--- src/hw/rtl/assert_macros.svh ---
// ----------------------------------------------------------------------------
// assert_macros.svh
// assertion helpers for the factorizer datapath rtl
// ----------------------------------------------------------------------------
`ifndef ASSERT_MACROS_SVH
`define ASSERT_MACROS_SVH

// plain property on the rising edge, off while reset is asserted
`define ASSERT_CLK(label, prop, msg) \
	label: assert property (@(posedge clk) disable iff (!arst_n) (prop)) else $error(msg);

// antecedent in this cycle, consequent in the next
`define ASSERT_NEXT(label, ante, cons, msg) \
	label: assert property (@(posedge clk) disable iff (!arst_n) (ante) |=> (cons)) \
		else $error(msg);

`endif

--- src/hw/rtl/pftd_pkg.sv ---
// ----------------------------------------------------------------------------
// pftd_pkg
// shared constants and controller/datapath interface types
// ----------------------------------------------------------------------------
package pftd_pkg;

	localparam int TABLE_DEPTH = 8192;
	localparam int IDX_W       = $clog2(TABLE_DEPTH);
	localparam int CNT_W       = $clog2(TABLE_DEPTH + 1);
	localparam int NUM_W       = 32;
	localparam int PRIME_W     = 16;
	localparam int EXP_W       = 5;
	localparam int STATUS_W    = 2;
	localparam int MAX_RESULTS = 9;
	localparam int RES_CNT_W   = $clog2(MAX_RESULTS + 1);
	localparam int DIV_CNT_W   = $clog2(NUM_W);

	localparam logic OP_LOAD   = 1'b0;
	localparam logic OP_FACTOR = 1'b1;

	localparam logic [STATUS_W-1:0] STATUS_OK   = 2'd0;
	localparam logic [STATUS_W-1:0] STATUS_ONE  = 2'd1;
	localparam logic [STATUS_W-1:0] STATUS_ZERO = 2'd2;

	// controller -> datapath
	typedef struct packed {
		logic wr;          // table write from a load transfer
		logic start;       // capture number, clear walk state
		logic rd;          // read table entry at walk index
		logic sq_load;     // register prime squared
		logic skip;        // advance walk index
		logic div_start;   // launch a division
		logic expo_clr;    // clear exponent
		logic div_accept;  // residue takes quotient, exponent counts up
		logic add;         // new result (prime or residue)
		logic add_resid;   // new result is the leftover residue
		logic flush;       // move pending result out, marked last
		logic special;     // one/zero result
	} pftd_cmd_t;

	// datapath -> controller
	typedef struct packed {
		logic resid_zero;
		logic resid_one;
		logic idx_end;
		logic prime_small;
		logic sq_gt;
		logic div_done;
		logic rem_zero;
		logic expo_nz;
		logic add_blocked;
		logic out_free;
	} pftd_sts_t;

endpackage

--- src/hw/rtl/pftd_ctrl.sv ---
// ----------------------------------------------------------------------------
// pftd_ctrl
// sequencer for table loads and the trial-division walk
// ----------------------------------------------------------------------------
module pftd_ctrl
	import pftd_pkg::*;
(
	input  logic      clk,
	input  logic      arst_n,
	input  logic      in_valid,
	output logic      in_ready,
	input  logic      opcode,
	input  pftd_sts_t sts,
	output pftd_cmd_t cmd
);

	typedef enum logic [3:0] {
		S_IDLE,
		S_CHECK,
		S_SPEC,
		S_LOOP,
		S_PRIME,
		S_SQ,
		S_DIV,
		S_EMIT,
		S_FINAL,
		S_FLUSH
	} state_t;

	state_t state_q;
	state_t state_d;
	logic   accept;

	assign in_ready = state_q == S_IDLE;
	assign accept   = in_valid && in_ready;

	always_comb begin
		cmd     = '0;
		state_d = state_q;
		case (state_q)
			S_IDLE: begin
				if (accept && opcode == OP_LOAD) begin
					cmd.wr = 1'b1;
				end else if (accept) begin
					cmd.start = 1'b1;
					state_d   = S_CHECK;
				end
			end
			S_CHECK: begin
				state_d = (sts.resid_zero || sts.resid_one) ? S_SPEC : S_LOOP;
			end
			S_SPEC: begin
				if (sts.out_free) begin
					cmd.special = 1'b1;
					state_d     = S_IDLE;
				end
			end
			S_LOOP: begin
				if (sts.idx_end || sts.resid_one) begin
					state_d = S_FINAL;
				end else begin
					cmd.rd  = 1'b1;
					state_d = S_PRIME;
				end
			end
			S_PRIME: begin
				if (sts.prime_small) begin
					cmd.skip = 1'b1;
					state_d  = S_LOOP;
				end else begin
					cmd.sq_load = 1'b1;
					state_d     = S_SQ;
				end
			end
			S_SQ: begin
				if (sts.sq_gt) begin
					state_d = S_FINAL;
				end else begin
					cmd.div_start = 1'b1;
					cmd.expo_clr  = 1'b1;
					state_d       = S_DIV;
				end
			end
			S_DIV: begin
				if (sts.div_done && sts.rem_zero) begin
					cmd.div_accept = 1'b1;
					cmd.div_start  = 1'b1;
				end else if (sts.div_done && sts.expo_nz) begin
					state_d = S_EMIT;
				end else if (sts.div_done) begin
					cmd.skip = 1'b1;
					state_d  = S_LOOP;
				end
			end
			S_EMIT: begin
				if (!sts.add_blocked) begin
					cmd.add  = 1'b1;
					cmd.skip = 1'b1;
					state_d  = S_LOOP;
				end
			end
			S_FINAL: begin
				if (sts.resid_one) begin
					state_d = S_FLUSH;
				end else if (!sts.add_blocked) begin
					cmd.add       = 1'b1;
					cmd.add_resid = 1'b1;
					state_d       = S_FLUSH;
				end
			end
			S_FLUSH: begin
				if (sts.out_free) begin
					cmd.flush = 1'b1;
					state_d   = S_IDLE;
				end
			end
			default: begin
				state_d = S_IDLE;
			end
		endcase
	end

	always_ff @(posedge clk or negedge arst_n) begin
		if (!arst_n)
			state_q <= S_IDLE;
		else
			state_q <= state_d;
	end

endmodule

--- config.mk ---
export PLATFORM = sky130hd
export DESIGN_NAME = pftd_ctrl
export DESIGN_NICKNAME = d
export VERILOG_FILES = /design/src/hw/rtl/assert_macros.svh /design/src/hw/rtl/pftd_pkg.sv /design/src/hw/rtl/pftd_ctrl.sv
export SDC_FILE = /design/constraint.sdc
export NUM_CORES = 1
export LEC_CHECK = 0
export BUFFER_PORTS_ARGS = -buffer_cell sky130_fd_sc_hd__buf_2
export CAP_MARGIN = 20
export CORE_MARGIN = 5
export CORE_UTILIZATION = 39
export CTS_CLUSTER_SIZE = 8
export DETAILED_ROUTE_END_ITERATION = 10
export PLACE_DENSITY = 0.73
export SYNTH_ARGS = -nofsm -noshare
export SYNTH_HDL_FRONTEND = slang
export SYNTH_SLANG_ARGS = --single-unit
--- constraint.sdc ---
create_clock -name clk -period 1.4 [get_ports clk]
set_input_delay 0.28 -clock clk [delete_from_list [all_inputs] [get_ports clk]]
set_output_delay 0.28 -clock clk [all_outputs]
set_load 0.1 [all_outputs]
==> impl_results.md, run 1 <==
* Row cnt at 13
* Post-synth ARST share at 100%
* Ys Warns at 0
* Post-CTS setup buffer count at 10
* CTS Buf Count at 3
* Sequential share of the synthesized area at a little under a fifth
* Chip height at 47.0 µm
* Cts hold-fix bufs at 1
* Placement Setup Slack at -0.280 ns
* GP Congestion at 0.854
* Initial core utilization at 41.1%
* Sink Count at 4
* Mapped Nets at 85
* Die X at around 47 µm
* HPWL after detailed placement at approximately 1800 µm
* Failed at: clock tree synthesis (4_1_cts)
* Port Buffers at 26
* Io pins at 27
* Cts repair resizes at 28
* EDFF count, synth at 0
* Synth Cell Area at between 500 and 600 µm²
* Status: did not finish
* Log Error: [ERROR DPL-0038] Utilization greater than 100%, impossible to legalize
* #FFs+latches synth at 4
* CTS H-tree depth at 1
* Clk buf depth at 2
* Mapped Cells at 71
* Syn_area_per_cell at ~7.5 µm²
* Prevailing post-synth register cell: dfrtp_1
* Synth unique cells at 34
* Clk root buf: clkbuf_4
==> synth_stat cells, types with 2 or more instances <==
| cell type | number | area [µm²] |
|---|---|---|
| nand2_1 | 8 | 30.0 |
| nor2_1 | 8 | 30.0 |
| nand2b_1 | 5 | 31.3 |
| dfrtp_1 | 4 | 100 |
| and2_1 | 3 | 18.8 |
| buf_2 | 3 | 15.0 |
| nor2b_1 | 3 | 18.8 |
| nor3_1 | 3 | 15.0 |
| o21ai_0 | 3 | 15.0 |
| a21oi_1 | 2 | 10.0 |
| and3_1 | 2 | 12.5 |
| inv_1 | 2 | 7.51 |
| mux2_1 | 2 | 22.5 |
| nor4_1 | 2 | 12.5 |
| nor4_2 | 2 | 25.0 |
==> stage by stage <==
| step | instances | utilization, % | TNS (ns) | area (µm²) | hold slack, ns |
|---|---|---|---|---|---|
| after floorplan | 71 | - | -10.60 | 694 | -0.0156 |
| after detailed placement | 128 | 88.2 | -2.71 | 1150 | 0.0854 |
| after global placement | 128 | 88.2 | -2.02 | 1150 | 0.0837 |
==> cells by family after synthesis <==
family	Yosys count	synth area share, %
buffers and inverters	6	6.32
multiplexers	2	4.22
AND/OR/NAND/NOR	43	46.8
AO/OA/AOI/OAI	16	23.9
flip-flops	4	18.7
==> run 2, diff against run 1 <==
--- a/config.mk
+++ b/config.mk
@@ -7,11 +7,10 @@
 export LEC_CHECK = 0
 export BUFFER_PORTS_ARGS = -buffer_cell sky130_fd_sc_hd__buf_2
 export CAP_MARGIN = 20
-export CORE_MARGIN = 5
-export CORE_UTILIZATION = 39
-export CTS_CLUSTER_SIZE = 8
+export CORE_AREA = 5 5 66 68
 export DETAILED_ROUTE_END_ITERATION = 10
-export PLACE_DENSITY = 0.73
+export DIE_AREA = 0 0 71 73
+export PLACE_DENSITY_LB_ADDON = 0.15
 export SYNTH_ARGS = -nofsm -noshare
 export SYNTH_HDL_FRONTEND = slang
 export SYNTH_SLANG_ARGS = --single-unit
==> constraint.sdc (replaced) <==
create_clock -name clk -period 1.8 [get_ports clk]
set_input_delay 0.36 -clock clk [delete_from_list [all_inputs] [get_ports clk]]
set_output_delay 0.36 -clock clk [all_outputs]
set_load 0.1 [all_outputs]
==> run 2 against run 1 <==
Compared with the run above: the flow now finishes, with violations (negative setup slack); synthesized cell count unchanged; area after synthesis is the same.
==> impl_results.md, run 2 <==
* Status: finished with violations
* Failing checks: negative setup slack
* GP Congestion at 0.693 (-19%)
* CTS tree: done
* Initial DRC Count at 20
* Startpoint Class: flip-flop
* Sink Count at 4 (unchanged)
* Die area at 0.00518 mm²
* Area contributors post-synth: dfrtp_1 19%, nand2b_1 5.9%, nand2_1 5.6%
* Post-synth ARST share at 100% (unchanged)
* Synth Cell Area at 534 µm² (unchanged)
* Ys Warns at 0 (unchanged)
* CTS Buf Count at 3 (unchanged)
* Met2 Use GR at 13.7%
* Top cells by count, synth: 8 x nand2_1, 8 x nor2_1, 5 x nand2b_1
* Most common cell after layout, fill and taps aside: buf_4
* Met1 Use GR at 9.65%
* Slew headroom at 74.7%
* GRT Resource Usage Total at ~7.9%
* Clock power share at under 10%
* Clk slew on worst S/H paths at about 0.030 ns
* Area grow syn2layout at 140%
* Final min period at 1.89 ns
* DR WL/cell at approximately 12 µm
* Placement Setup Slack at 0.102 ns (+0.382 ns)
* Final worst setup slack at -0.0938 ns
* WHS at around 0.48 ns
* Internal at 0.968 mW
* Die X at 71 µm (+51%)
* EDFF count, synth at 0 (unchanged)
* Cells after DPL at 153 (+20%)
* Switching Share at a little under 50%
* R2r endpoint: state_q[2]
* # diodes at 0
* Most frequent cells in the layout: 16 x buf_4, 14 x buf_2, 14 x buf_12
* Max-Cap Viols at 0
* Layout cells sized above 1 at 63.8%
* Layout Cells excl Fill at around 170
* Hold Vio Cnt, Final at 0
* Sw Pwr at roughly 0.95 mW
* Synth unique cells at 34 (unchanged)
* Skew final at 0.000356 ns
* Number of global-route vias before repair at roughly 680
* Mapped Cells at 71 (unchanged)
* Congestion Overflow GR at 0
* Crit path capture type: primary output
* Final Util at 33.8%
* Internal reg-to-reg setup slack at 0.08 ns
* Biggest regs: state_q (4)
* Prevailing post-synth register cell: dfrtp_1
* Largest area contributor in the netlist: dfrtp_1
* Pleak at 0.525 nW
* Antenna Nets Post-Route at 0
* Peak Freq at 528 MHz
* Sequential share of the synthesized area at 18.7% (unchanged)
* Mapped Nets at 85 (unchanged)
* VDD IR max at 0.484 mV
* CTS H-tree depth at 1 (unchanged)
* #FFs+latches synth at 4 (unchanged)
* Crit Path Category: flip-flop to primary output
* Clk root buf: clkbuf_8
* Drt first pass iters at 4
* Worst-margin pin slew at 0.371 ns
* Clk buf depth at 2 (unchanged)
* Nets@finish at between 100 and 150
* HP Class: input pin to async pin
* Top-area cell type share of the netlist area at 18.7% (unchanged)
* Initial antenna violation count at 0
* Io pins at 27 (unchanged)
* Max FFs per register at 4
* Combinational power share at 81.5%
* Vias per inst at 4.19
* Core area at 0.00380 mm²
* RSZ-0062 raised after global routing: yes
* GRT busiest layer: met2
* Row cnt at 23 (+10)
* Fin crit share at 105%
* Clock latency on the worst-skew pair at 0.21 ns
* DRC violations left at 0
* Via count at 695
* HPWL after detailed placement at 1560 µm (-12%)
* Final setup vio count at 7
* Pwr dens at 1500 mW/mm²
* Top reg by flops: state_q
* Initial core utilization at 14.1% (-27 points)
* Wirelength, routed at 1990 µm
* Seq pwr share at 9.0%
* Met3 usage at 2.07%
* Port Buffers at 26 (unchanged)
* Syn_area_per_cell at 7.52 µm² (unchanged)
* Fin. max-slew vios at 0
* Reg2Reg Depth at 6
* CP required at ~1.4 ns
* Chip height at 73 µm (+55%)
* Worst-path maximum fanout at 3
* Reg-to-reg startpoint: state_q[1]
* Global-route wire length before repair at 3330 µm
* Largest net degree at the start of global routing at 17
* Arrival time at the worst endpoint at 1.53 ns
==> run 2: power by group through the flow <==
stage / Clock, mW / Combinational, mW / Sequential, mW
finish: 0.183 / 1.57 / 0.172
global route: 0.199 / 1.66 / 0.177
CTS: 0.188 / 1.45 / 0.169
detailed placement: 0 / 1.35 / 0.163
global placement: 0 / 1.35 / 0.162
floorplan: 0 / 0.893 / 0.192
==> run 2: cell families (layout without fill, tap and decap cells) <==
family	count (synthesis)	count (layout)	share of synthesized area, %
and+or+nand+nor	43	43	46.8
DFF	4	4	18.7
muxes	2	2	4.22
buffers and inverters	6	51	6.32
AOI/OAI and AO/OA	16	16	23.9
==> run 2: cell type report <==
cell class / count / area, µm²
flip-flops and latches: 4 / 101
well taps: 50 / 62.6
repair buffers: 46 / 495
inverters: 2 / 7.51
fillers: 394 / 2510
clock buffers: 3 / 41.3
multi-input cells: 61 / 576
==> run 2: per-layer routing <==
layer	up-vias	wire length [µm]
met2	14	1010
li1	356	-
met5	-	0
met1	323	888
met3	2	80
met4	0	6
==> run 2: worst max path at each step <==
| stage | start | end | cells after the start |
|---|---|---|---|
| 3_5_place_dp | state_q[2] | cmd[6] | 5 |
| 2_1_floorplan | state_q[0] | cmd[11] | 3 |
| 4_1_cts | state_q[2] | cmd[11] | 5 |
| 5_1_grt | state_q[1] | cmd[10] | 4 |
| 3_3_place_gp | state_q[1] | cmd[11] | 5 |
| 6_report | state_q[1] | cmd[6] | 5 |
==> run 2: repair_timing <==
action	CTS	global route
endpoints found under the hold margin	4	0
setup buffers	7	4
hold buffers	1	0
setup endpoints to repair	12	15
pin swaps	6	8
gates resized for setup	6	8
==> run 2: metrics by stage <==
stage / setup TNS (ns) / cell area (µm²) / total power, mW
6_report: -0.342 / 1280 / 1.92
5_1_grt: -1.24 / 1280 / 2.03
4_1_cts: -0.636 / 1220 / 1.80
3_5_place_dp: 0 / 1110 / 1.51
3_3_place_gp: 0 / 1110 / 1.51
2_1_floorplan: -5.44 / 666 / 1.09
==> run 2: worst max-delay path: stages, from the launching register on <==
cell	delay [ns]
dfrtp_1	0.38
nor2b_1	0.16
and3_4	0.19
and2_2	0.19
or2_4	0.23
buf_12	0.16
Power figures use the tool's default switching activity.
